==> src/sv/blfp_pkg.sv <==
// Shared types, constants and register indexes of the battery level filter.
package blfp_pkg;

    // Field widths.
    localparam int MV_W   = 16;
    localparam int PCT_W  = 7;
    localparam int FV_W   = 32;
    localparam int IDX_W  = 2;

    // Configuration register indexes.
    localparam logic [IDX_W-1:0] CFG_FULL  = 2'd0;
    localparam logic [IDX_W-1:0] CFG_EMPTY = 2'd1;
    localparam logic [IDX_W-1:0] CFG_ALPHA = 2'd2;

    // Configuration reset values.
    localparam logic [MV_W-1:0] FULL_RST  = 16'd4200;
    localparam logic [MV_W-1:0] EMPTY_RST = 16'd3300;
    localparam logic [MV_W-1:0] ALPHA_RST = 16'd6554;

    // Percent scale and the quotient divider length (quotient stays below 128).
    localparam logic [PCT_W-1:0] PCT_FULL  = 7'd100;
    localparam int               DIV_STEPS = PCT_W;
    localparam int               STEP_W    = $clog2(DIV_STEPS);

    // Controller states.
    typedef enum logic [2:0] {
        ST_IDLE,
        ST_MUL,
        ST_ACC,
        ST_SCALE,
        ST_DIV,
        ST_DONE
    } t_state;

    // Commands from controller to datapath.
    typedef struct packed {
        logic load;      // take the input request
        logic mul;       // form both filter products
        logic acc;       // add products into the filter state
        logic scale;     // scale filtered voltage, set clamp flags
        logic div_step;  // one restoring division step
        logic out_load;  // move the result into the output register
    } t_cmd;

    // Status from datapath to controller.
    typedef struct packed {
        logic started;   // filter holds a value
        logic out_free;  // output register can take a result this cycle
    } t_status;

endpackage

==> src/sv/blfp_ctrl.sv <==
// Controller state machine of the battery level filter.
module blfp_ctrl
    import blfp_pkg::*;
(
    input  logic    i_clk,
    input  logic    i_rst_n,
    input  logic    i_valid,
    input  t_status i_status,
    output logic    o_busy,
    output t_cmd    o_cmd
);

    t_state            r_state, n_state;
    logic [STEP_W-1:0] r_step, n_step;
    logic              w_last;

    assign w_last = (r_step == STEP_W'(DIV_STEPS - 1));

    // State and step counter registers.
    always_ff @(posedge i_clk) begin
        if (!i_rst_n) begin
            r_state <= ST_IDLE;
            r_step  <= '0;
        end else begin
            r_state <= n_state;
            r_step  <= n_step;
        end
    end

    // Next state logic.
    always_comb begin
        n_state = r_state;
        n_step  = r_step;
        unique case (r_state)
            ST_IDLE: begin
                if (i_valid) begin
                    n_state = i_status.started ? ST_MUL : ST_SCALE;
                end
            end
            ST_MUL:   n_state = ST_ACC;
            ST_ACC:   n_state = ST_SCALE;
            ST_SCALE: begin
                n_state = ST_DIV;
                n_step  = '0;
            end
            ST_DIV: begin
                n_step = r_step + 1'b1;
                if (w_last) begin
                    n_state = ST_DONE;
                end
            end
            ST_DONE: begin
                if (i_status.out_free) begin
                    n_state = ST_IDLE;
                end
            end
            default: n_state = ST_IDLE;
        endcase
    end

    // Command outputs.
    always_comb begin
        o_cmd  = '0;
        o_busy = 1'b1;
        unique case (r_state)
            ST_IDLE: begin
                o_busy     = 1'b0;
                o_cmd.load = i_valid;
            end
            ST_MUL:   o_cmd.mul      = 1'b1;
            ST_ACC:   o_cmd.acc      = 1'b1;
            ST_SCALE: o_cmd.scale    = 1'b1;
            ST_DIV:   o_cmd.div_step = 1'b1;
            ST_DONE:  o_cmd.out_load = i_status.out_free;
            default:  o_cmd          = '0;
        endcase
    end

endmodule

==> src/sv/blfp_dpath.sv <==
// Datapath of the battery level filter: config, filter state, scaling and divider.
module blfp_dpath
    import blfp_pkg::*;
(
    input  logic             i_clk,
    input  logic             i_rst_n,
    input  logic             i_cfg_we,
    input  logic [IDX_W-1:0] i_cfg_idx,
    input  logic [MV_W-1:0]  i_cfg_data,
    input  logic [MV_W-1:0]  i_sample_mv,
    input  logic             i_out_stall,
    input  t_cmd             i_cmd,
    output t_status          o_status,
    output logic             o_valid,
    output logic [PCT_W-1:0] o_percent,
    output logic [MV_W-1:0]  o_filtered_mv
);

    // Configuration registers.
    logic [MV_W-1:0] r_full, r_empty, r_alpha;

    // Filter state and working registers.
    logic [FV_W-1:0]      r_fv;
    logic                 r_started;
    logic [MV_W-1:0]      r_sample;
    logic [FV_W+16:0]     r_prod_a;
    logic [FV_W-1:0]      r_prod_b;
    logic [22:0]          r_rem;
    logic [21:0]          r_div;
    logic [PCT_W-1:0]     r_quo;
    logic                 r_hi, r_lo;
    logic                 r_out_valid;
    logic [PCT_W-1:0]     r_out_pct;
    logic [MV_W-1:0]      r_out_mv;

    logic [16:0]          w_keep;
    logic [FV_W:0]        w_sum;
    logic [FV_W-1:0]      w_top, w_bottom, w_diff;
    logic [38:0]          w_scaled;
    logic [MV_W-1:0]      w_span;
    logic [22:0]          w_trial;
    logic                 w_fit;
    logic [PCT_W-1:0]     w_pct;

    assign w_keep   = 17'h10000 - {1'b0, r_alpha};
    assign w_sum    = r_prod_a[FV_W+16:16] + {1'b0, r_prod_b};
    assign w_top    = {r_full, 16'h0000};
    assign w_bottom = {r_empty, 16'h0000};
    assign w_diff   = r_fv - w_bottom;
    assign w_scaled = 39'(w_diff) * 39'(PCT_FULL);
    assign w_span   = r_full - r_empty;
    assign w_fit    = (r_rem >= {1'b0, r_div});
    assign w_trial  = r_rem - {1'b0, r_div};
    assign w_pct    = r_hi ? PCT_FULL : (r_lo ? '0 : r_quo);

    // Configuration writes; indexes past the list are ignored.
    always_ff @(posedge i_clk) begin
        if (!i_rst_n) begin
            r_full  <= FULL_RST;
            r_empty <= EMPTY_RST;
            r_alpha <= ALPHA_RST;
        end else if (i_cfg_we) begin
            unique case (i_cfg_idx)
                CFG_FULL:  r_full  <= i_cfg_data;
                CFG_EMPTY: r_empty <= i_cfg_data;
                CFG_ALPHA: r_alpha <= i_cfg_data;
                default:   ;
            endcase
        end
    end

    // Filter state: the first sample loads it, later ones blend in.
    always_ff @(posedge i_clk) begin
        if (!i_rst_n) begin
            r_fv      <= '0;
            r_started <= 1'b0;
        end else if (i_cmd.load && !r_started) begin
            r_fv      <= {i_sample_mv, 16'h0000};
            r_started <= 1'b1;
        end else if (i_cmd.acc) begin
            r_fv <= w_sum[FV_W-1:0];
        end
    end

    // Products: old state times keep weight, new sample times alpha.
    always_ff @(posedge i_clk) begin
        if (i_cmd.load) begin
            r_sample <= i_sample_mv;
        end
        if (i_cmd.mul) begin
            r_prod_a <= (FV_W+17)'(r_fv) * (FV_W+17)'(w_keep);
            r_prod_b <= FV_W'(r_sample) * FV_W'(r_alpha);
        end
    end

    // Scaling, clamp flags and the restoring divider, one quotient bit a cycle.
    always_ff @(posedge i_clk) begin
        if (i_cmd.scale) begin
            r_rem <= w_scaled[38:16];
            r_div <= {w_span, 6'b000000};
            r_quo <= '0;
            r_hi  <= (r_fv >= w_top);
            r_lo  <= (r_fv <= w_bottom);
        end else if (i_cmd.div_step) begin
            if (w_fit) begin
                r_rem <= w_trial;
            end
            r_quo <= {r_quo[PCT_W-2:0], w_fit};
            r_div <= {1'b0, r_div[21:1]};
        end
    end

    // Output register holds the result until the request is taken.
    always_ff @(posedge i_clk) begin
        if (!i_rst_n) begin
            r_out_valid <= 1'b0;
        end else if (i_cmd.out_load) begin
            r_out_valid <= 1'b1;
        end else if (!i_out_stall) begin
            r_out_valid <= 1'b0;
        end
    end

    always_ff @(posedge i_clk) begin
        if (i_cmd.out_load) begin
            r_out_pct <= w_pct;
            r_out_mv  <= r_fv[FV_W-1:16];
        end
    end

    assign o_status.started  = r_started;
    assign o_status.out_free = !r_out_valid || !i_out_stall;
    assign o_valid           = r_out_valid;
    assign o_percent         = r_out_pct;
    assign o_filtered_mv     = r_out_mv;

endmodule

==> src/sv/battery_level_filter_percent_core.sv <==
// Output valid rises after the result load; the first sample skips the filter multiply and accumulate states.
// One request at a time: a new request is taken only after load, filter, scale, 7 divider steps and
// the result load, and any stall on the output side holds it longer.
// Reset is synchronous, active low: filter unstarted, state zero, config to defaults.
// The first sample after reset loads the filter directly.
// Top level of the battery level filter with percent output.
module battery_level_filter_percent_core
    import blfp_pkg::*;
(
    input  logic             i_clk,
    input  logic             i_rst_n,
    input  logic             i_cfg_we,
    input  logic [IDX_W-1:0] i_cfg_idx,
    input  logic [MV_W-1:0]  i_cfg_data,
    input  logic             i_valid,
    output logic             o_stall,
    input  logic [MV_W-1:0]  i_sample_mv,
    output logic             o_valid,
    input  logic             i_stall,
    output logic [PCT_W-1:0] o_percent,
    output logic [MV_W-1:0]  o_filtered_mv
);

    t_cmd    w_cmd;
    t_status w_status;

    blfp_ctrl u_ctrl (
        .i_clk    (i_clk),
        .i_rst_n  (i_rst_n),
        .i_valid  (i_valid),
        .i_status (w_status),
        .o_busy   (o_stall),
        .o_cmd    (w_cmd)
    );

    blfp_dpath u_dpath (
        .i_clk         (i_clk),
        .i_rst_n       (i_rst_n),
        .i_cfg_we      (i_cfg_we),
        .i_cfg_idx     (i_cfg_idx),
        .i_cfg_data    (i_cfg_data),
        .i_sample_mv   (i_sample_mv),
        .i_out_stall   (i_stall),
        .i_cmd         (w_cmd),
        .o_status      (w_status),
        .o_valid       (o_valid),
        .o_percent     (o_percent),
        .o_filtered_mv (o_filtered_mv)
    );

    // One request in flight: after an accept the input side stalls.
    a_one_in_flight: assert property (@(posedge i_clk) disable iff (!i_rst_n)
        (i_valid && !o_stall) |=> o_stall)
        else $error("input accepted while a request is in flight");

    // A shown result is always a clamped percentage.
    a_pct_range: assert property (@(posedge i_clk) disable iff (!i_rst_n)
        o_valid |-> (o_percent <= PCT_FULL))
        else $error("percent above full scale");

    // Output valid rises only after the controller loaded a result.
    a_valid_source: assert property (@(posedge i_clk) disable iff (!i_rst_n)
        $rose(o_valid) |-> $past(w_cmd.out_load))
        else $error("output valid without a result load");

endmodule

==> config.mk <==
export PLATFORM = sky130hd
export DESIGN_NAME = battery_level_filter_percent_core
export DESIGN_NICKNAME = d
export VERILOG_FILES = /design/src/sv/blfp_pkg.sv /design/src/sv/blfp_ctrl.sv /design/src/sv/blfp_dpath.sv /design/src/sv/battery_level_filter_percent_core.sv
export SDC_FILE = /design/constraint.sdc
export NUM_CORES = 2
export LEC_CHECK = 0
export ABC_AREA = 1
export BUFFER_PORTS_ARGS = -buffer_cell sky130_fd_sc_hd__buf_2
export CORE_MARGIN = 2
export CORE_UTILIZATION = 55
export DETAILED_ROUTE_END_ITERATION = 6
export GPL_TIMING_DRIVEN = 0
export PLACE_DENSITY = 0.71
export SLEW_MARGIN = 10
export SYNTH_ARGS = -nofsm -noshare
export SYNTH_HDL_FRONTEND = slang
export SYNTH_SLANG_ARGS = --single-unit
==> constraint.sdc <==
create_clock -name i_clk -period 7.8 [get_ports i_clk]
set_clock_uncertainty 0.15 [all_clocks]
set_input_delay 0 -clock i_clk [delete_from_list [all_inputs] [get_ports i_clk]]
set_output_delay 0 -clock i_clk [all_outputs]
set_load 0.02 [all_outputs]
# Word-level counts from Yosys, hierarchy flattened
# Index checks and enable logic that the tools add are counted.
# W data, S select, Z words.
[totals]
ff_bits = 261
inputBits = 39
output_inout_bits = 25
elab_cells = 87
[classes]
addsub = 6
multipliers = 3
magnitude_cmp = 3
n_eq_ne = 12
n_mux = 23
n_bitwise = 1
reduce_logical = 18
[op_table]
columns = ["op", "n"]
rows = [
  ["$mux W23", 3],
  ["$mux W32", 2],
  ["$mul A32 B17 Y48", 1],
  ["$mux W22", 2],
  ["$mul A32 B5 Y37 const B", 1],
  ["$add A32 B32 Y32", 1],
  ["$ge A32 B32 Y1", 1],
  ["$le A32 B32 Y1", 1],
  ["$mul A16 B16 Y32", 1],
  ["$sub A32 B32 Y32", 1],
  ["$ge A23 B22 Y1", 1],
  ["$sub A23 B22 Y23", 1],
  ["$pmux W3 S6", 1],
  ["$sub A17 B16 Y17 const A", 1],
  ["$sub A16 B16 Y16", 1],
  ["$eq A3 B3 Y1 const B", 3],
  ["$mux W1", 9],
  ["$mux W3", 3],
  ["$reduce_and A2 Y1", 4],
  ["$reduce_bool A2 Y1", 4],
  ["$mux W7", 1],
  ["$eq A3 B2 Y1 const B", 2],
  ["$ne A2 B1 Y1 const B", 3],
  ["$pmux W3 S2", 1],
  ["14 further kinds", 17],
]

# Logic depth before layout (Yosys ltp)
[depth]
word_depth = 4
depth_mapped = 36
mapped_depth_nobuf = 34

# Cells and area by module
# From an unflattened synthesis, not the netlist that was laid out.
[unflattened]
hier_cells = 5770
area_unflattened_um2 = 44053.5
[by_module_without_submodules]
columns = ["mod", "n_inst", "cells_each", "area_each_um2", "seq_area_each_um2"]
rows = [
  ["blfp_dpath", 1, 5716, 43680.6, 6226.0],
  ["blfp_ctrl", 1, 54, 372.9, 120.1],
]

# Worst setup path before layout
# No wires, ideal clock.
[synth_path]
kind = "reg2reg"
startpoint = "register u_dpath.r_alpha[0]"
endpoint = "register u_dpath.r_prod_a[40] (data pin)"
setup_ns = 0.253
arrival_ns = 6.148
t_required_ns = 7.397
path_slack_ns = 1.249
path_stages_with_launch = 31
n_path_buf = 3
period_less_slack_ns = 6.551
path_cell_list = "dfxtp_1 > clkbuf_1 > inv_1 > ha_1 > nand2_1 > nor2_1 > inv_1 > nor2_1 > nand2_1 > nand2_1 > inv_1 > buf_2 > buf_2 > nand2_1 > fa_1 > inv_1 > fa_1 > fa_1 > fa_1 > fa_1 > inv_1 > fa_1 > inv_1 > ha_1 > a21o_1 > o21bai_1 > o21bai_1 > a21boi_0 > nand3_1 > nand2_1 > nand2_1"
[synth_via]
elab_chain_cells = 2
[synth_lines]
columns = ["element", "line", "text"]
rows = [
  ["start, declared", "blfp_dpath.sv:20", "logic [MV_W-1:0] r_full, r_empty, r_alpha;"],
  ["start signal, assigned", "blfp_dpath.sv:66", "CFG_ALPHA: r_alpha <= i_cfg_data;"],
  ["$sub A17 B16 Y17", "blfp_dpath.sv:45", "assign w_keep = 17'h10000 - {1'b0, r_alpha};"],
  ["$mul A32 B17 Y48", "blfp_dpath.sv:91", "r_prod_a <= (FV_W+17)'(r_fv) * (FV_W+17)'(w_keep);"],
  ["end signal, assigned", "blfp_dpath.sv:91", ""],
  ["end, declared", "blfp_dpath.sv:26", "logic [FV_W+16:0] r_prod_a;"],
]
# No other way between the ends.
# A chain may end at the register's enable or synchronous reset.

# Worst setup path in the final report
[layout_path]
startpoint = "register u_dpath.r_alpha[0]"
endpoint = "register u_dpath.r_prod_a[45] (data pin)"
# The elaborated chain is that of the path after synthesis.

==> results.txt <==
* Outcome: completed
* Critical Setup Path Class: flip-flop to flip-flop
- First-pass iteration count of the detailed router: 6
* Master cell of the clock root buffer: sky130_fd_sc_hd__clkbuf_16
- CTS H-Tree Depth: 1
- Avg Inst Size Synth: ~7.6 um2
- Yosys top cell by area: sky130_fd_sc_hd__fa_1
* Wire length per cell: about 21 um
- Data arrives at the worst endpoint at 7820 ps.
- The via count of the first global-routing pass was ~40,000.
- Fillers: between 7,000 and 8,000
- The clock net in this run drives a total of 245 sinks.
- Type of the tightest min-delay check: input pin to flip-flop
- Cell with the biggest individual delay on the critical path: sky130_fd_sc_hd__fa_1
- STA classifies the critical path endpoint as a flip-flop.
* Die area: 82,400 um2
* Area of the mapped netlist: roughly 44,000 um2
- For this run, the register share of the synthesized area comes to 0.144.
- The finished layout holds 7,008 standard cells, fillers aside.
- Of the cells placed in the final design, the portion with a size suffix greater than 1 is 0.0460.
- Synthesized instance count: between 5,000 and 6,000
* Delay of the slowest critical-path stage: around 630 ps
- Entering global routing, the biggest net connects 26 pins.
- Congestion Overflow GR: 0
- At the pin with the least slew margin, the transition time is roughly 1200 ps.
- The core region is about 80,000 um2.
- Data required time of the critical path: around 8000 ps
* Remaining max-slew budget at the tightest pin: 0.194
* Number of placed cells counting well taps: 6,900
- The area growth from synthesis to layout is 8.08%.
* Last weighted congestion value of the routability-driven placer: 1.07
- The wire-length estimate of the detail-placed layout is around 130,000 um.
* Wire length of the first global-routing pass: about 230,000 um
* FP Rows: ~100
- Max_cap viols: 0
* Post-route worst setup slack: around 150 ps
- Total detailed-routing wirelength: about 150,000 um
- Critical Path Source: u_dpath.r_alpha[0]
- Minimum clock period after layout: about 7700 ps
- # IOs: 64
- For the worst-skew pair, the clock arrives at the later sink with an insertion delay of approximately 600 ps.
- Die X-Extent: about 290 um
- The initial utilization of the core area, before any placement, comes to 0.557.
- The share of synthesized area in the top cell type comes to 0.305.
- The count of nets left with antenna violations once routing finished came out at 0.
- Vias per cell: 5.59
- The number of clock buffers added by TritonCTS is 27.
* Leading cell type by number of instances after synthesis: sky130_fd_sc_hd__inv_1
- Final setup violation count: 0
- The number of max-slew violations in the final report came to 0.
* Total inserted antenna cells: 0
- Total nets after synthesis: 6,919
- After the first detailed-routing iteration, the DRC count stood at 3,367.
- The cell that appears most often on the critical path is sky130_fd_sc_hd__inv_1.
- Overall global routing resource usage: 0.369
- Count of synthesis-stage warnings from yosys: 0
- Yosys mapped a number of flops with a built-in enable equal to between 100 and 150.
- Ys async rst share: 0
- TritonCTS built the clock tree.
- STA classifies the critical path startpoint as a flip-flop.
- At the placement stage, the worst setup path has a slack of -1070 ps.
- Sorting the synthesized cells by how often they occur yields sky130_fd_sc_hd__inv_1 (1,371), sky130_fd_sc_hd__nand2_1 (1,307), sky130_fd_sc_hd__fa_1 (670), sky130_fd_sc_hd__ha_1 (430), sky130_fd_sc_hd__nor2_1 (424).
* Top cells by area in the synthesized netlist: sky130_fd_sc_hd__fa_1 (30%), sky130_fd_sc_hd__ha_1 (12%), sky130_fd_sc_hd__inv_1 (12%)
* Setup TNS Final: 0 ps
* Peak Freq: 131 MHz
* Reg-to-reg critical path startpoint: u_dpath.r_alpha[0]
* CTS clk-pin slew, worst paths: approximately 60 ps
- The die is ~290 um tall.
* Count of final hold-check violations: 0
* Worst Hold Launch: i_sample_mv[0]
- Antenna violations before repair: 3
* CTS max path bufs: 3
* Port Buffers: between 60 and 70
- Number of nets in the layout: roughly 7,100
* Unique masters post-synth: 48
* Post-synth top flop: sky130_fd_sc_hd__edfxtp_1
- Across all layers, the routed design uses 39,195 vias.
- Count of unresolved DRC violations after routing: 0
* Max Fanout on Critical Path: 10
- Part of the cycle the worst path needs: 0.981
* Yosys reg bits: roughly 250
[placed cells by master (no fill, tap or decap), drive strengths merged, types with 10 or more instances in the layout]
| cell | netlist | routed |
|---|---|---|
| a21o | 19 | 19 |
| clkinv | 10 | 15 |
| nand4 | 36 | 36 |
| o22ai | 15 | 15 |
| dfxtp | 101 | 101 |
| buf | 40 | 126 |
| a21oi | 308 | 308 |
| xnor2 | 28 | 28 |
| fa | 670 | 670 |
| o21bai | 27 | 27 |
| ha | 430 | 430 |
| nor2 | 428 | 428 |
| clkbuf | 146 | 177 |
| inv | 1380 | 1384 |
| edfxtp | 144 | 144 |
| o21ai | 228 | 228 |
| xor2 | 58 | 58 |
| nand2 | 1310 | 1310 |
| nand3 | 257 | 257 |
| nor4 | 14 | 14 |
| o211ai | 24 | 24 |
| nor3 | 45 | 45 |
| dlygate4sd3 | 0 | 45 |
| nand3b | 13 | 13 |
| o21a | 10 | 10 |
[registers in the layout, summed over array words and instances, names as in the netlist, 3 cells and up]
name,cells
u_dpath.r_full,16
u_dpath.o_filtered_mv,16
u_dpath.r_empty,16
u_ctrl.r_step,3
u_dpath.r_prod_b,32
u_dpath.r_alpha,16
u_dpath.r_div,22
u_dpath.r_rem,23
u_dpath.o_percent,7
u_dpath.r_quo,7
u_dpath.r_sample,16
u_dpath.r_fv,32
u_ctrl.r_state,3
u_dpath.r_prod_a,32
[worst paths after layout]
| kind | to | slack (ps) | cells past startpoint |
|---|---|---|---|
| worst max-delay path | u_dpath.r_prod_a[45] | 150 | 30 |
| worst min-delay path | u_dpath.r_sample[0] | 50 | 2 |
| worst max register to register | u_dpath.r_prod_a[45] | 150 | 30 |
| worst min register to register | u_dpath.r_quo[0] | 320 | 2 |
[per-layer routing]
layer | vias up | wire length (um) | global-route usage
li1 | 17921 | - | -
met4 | 0 | 10400 | 0.208
met5 | - | 0 | 0
met1 | 18967 | 57800 | 0.474
met2 | 1880 | 66100 | 0.585
met3 | 427 | 14600 | 0.0713
[through the flow]
stage                     utilization  area [um2]  hold slack, ps
after floorplan                     -       44000           -51.1
final                           0.602       47600            53.6
after global routing            0.602       47600            39.8
after CTS                       0.596       47200            17.7
after global placement          0.577       45700            64.0
after detailed placement        0.578       45700            56.9
[what timing repair did]
item,4_1_cts,5_1_grt
resized for setup,46,94
endpoints found under the setup margin,32,30
gates cloned,0,2
hold buffers,45,0
pin swaps,2,8
setup buffers,1,12
hold endpoints to repair,108,0
[kinds of logic (layout without fill, tap and decap cells)]
group                      after synthesis  in the layout  share of synthesized area
adders and majority gates             1100           1100                      0.427
xor gates and xnor gates                86             86                     0.0171
muxes                                    1              1                   0.000227
buffers and inverters                 1576           1754                      0.136
AOI/OAI and AO/OA                      656            656                     0.0811
DFF                                    245            245                      0.144
and+or+nand+nor                       2116           2116                      0.195
[worst max-delay path, delay by kind of cell (launching register included)]
kind / cells / cell delay (ps)
and+or+nand+nor: 11 / 1550
adders and majority gates: 8 / 3850
buffers and inverters: 11 / 1400
DFF: 1 / 390
[final cells by class]
cell class | count | area [um2] | share of cell area
clock buffers | 34 | 764 | 0.0161
multi-input cells | 3959 | 31900 | 0.671
inverters | 1390 | 5240 | 0.110
repair buffers | 130 | 1020 | 0.0214
flip-flops and latches | 245 | 6350 | 0.133
plain buffers | 184 | 838 | 0.0176
well taps | 1050 | 1310 | 0.0276
clock inverters | 16 | 141 | 0.00297
Power is left out: the tool's default activity adds up to more than one toggle a clock period on the data nets, which glitch-free logic cannot reach.
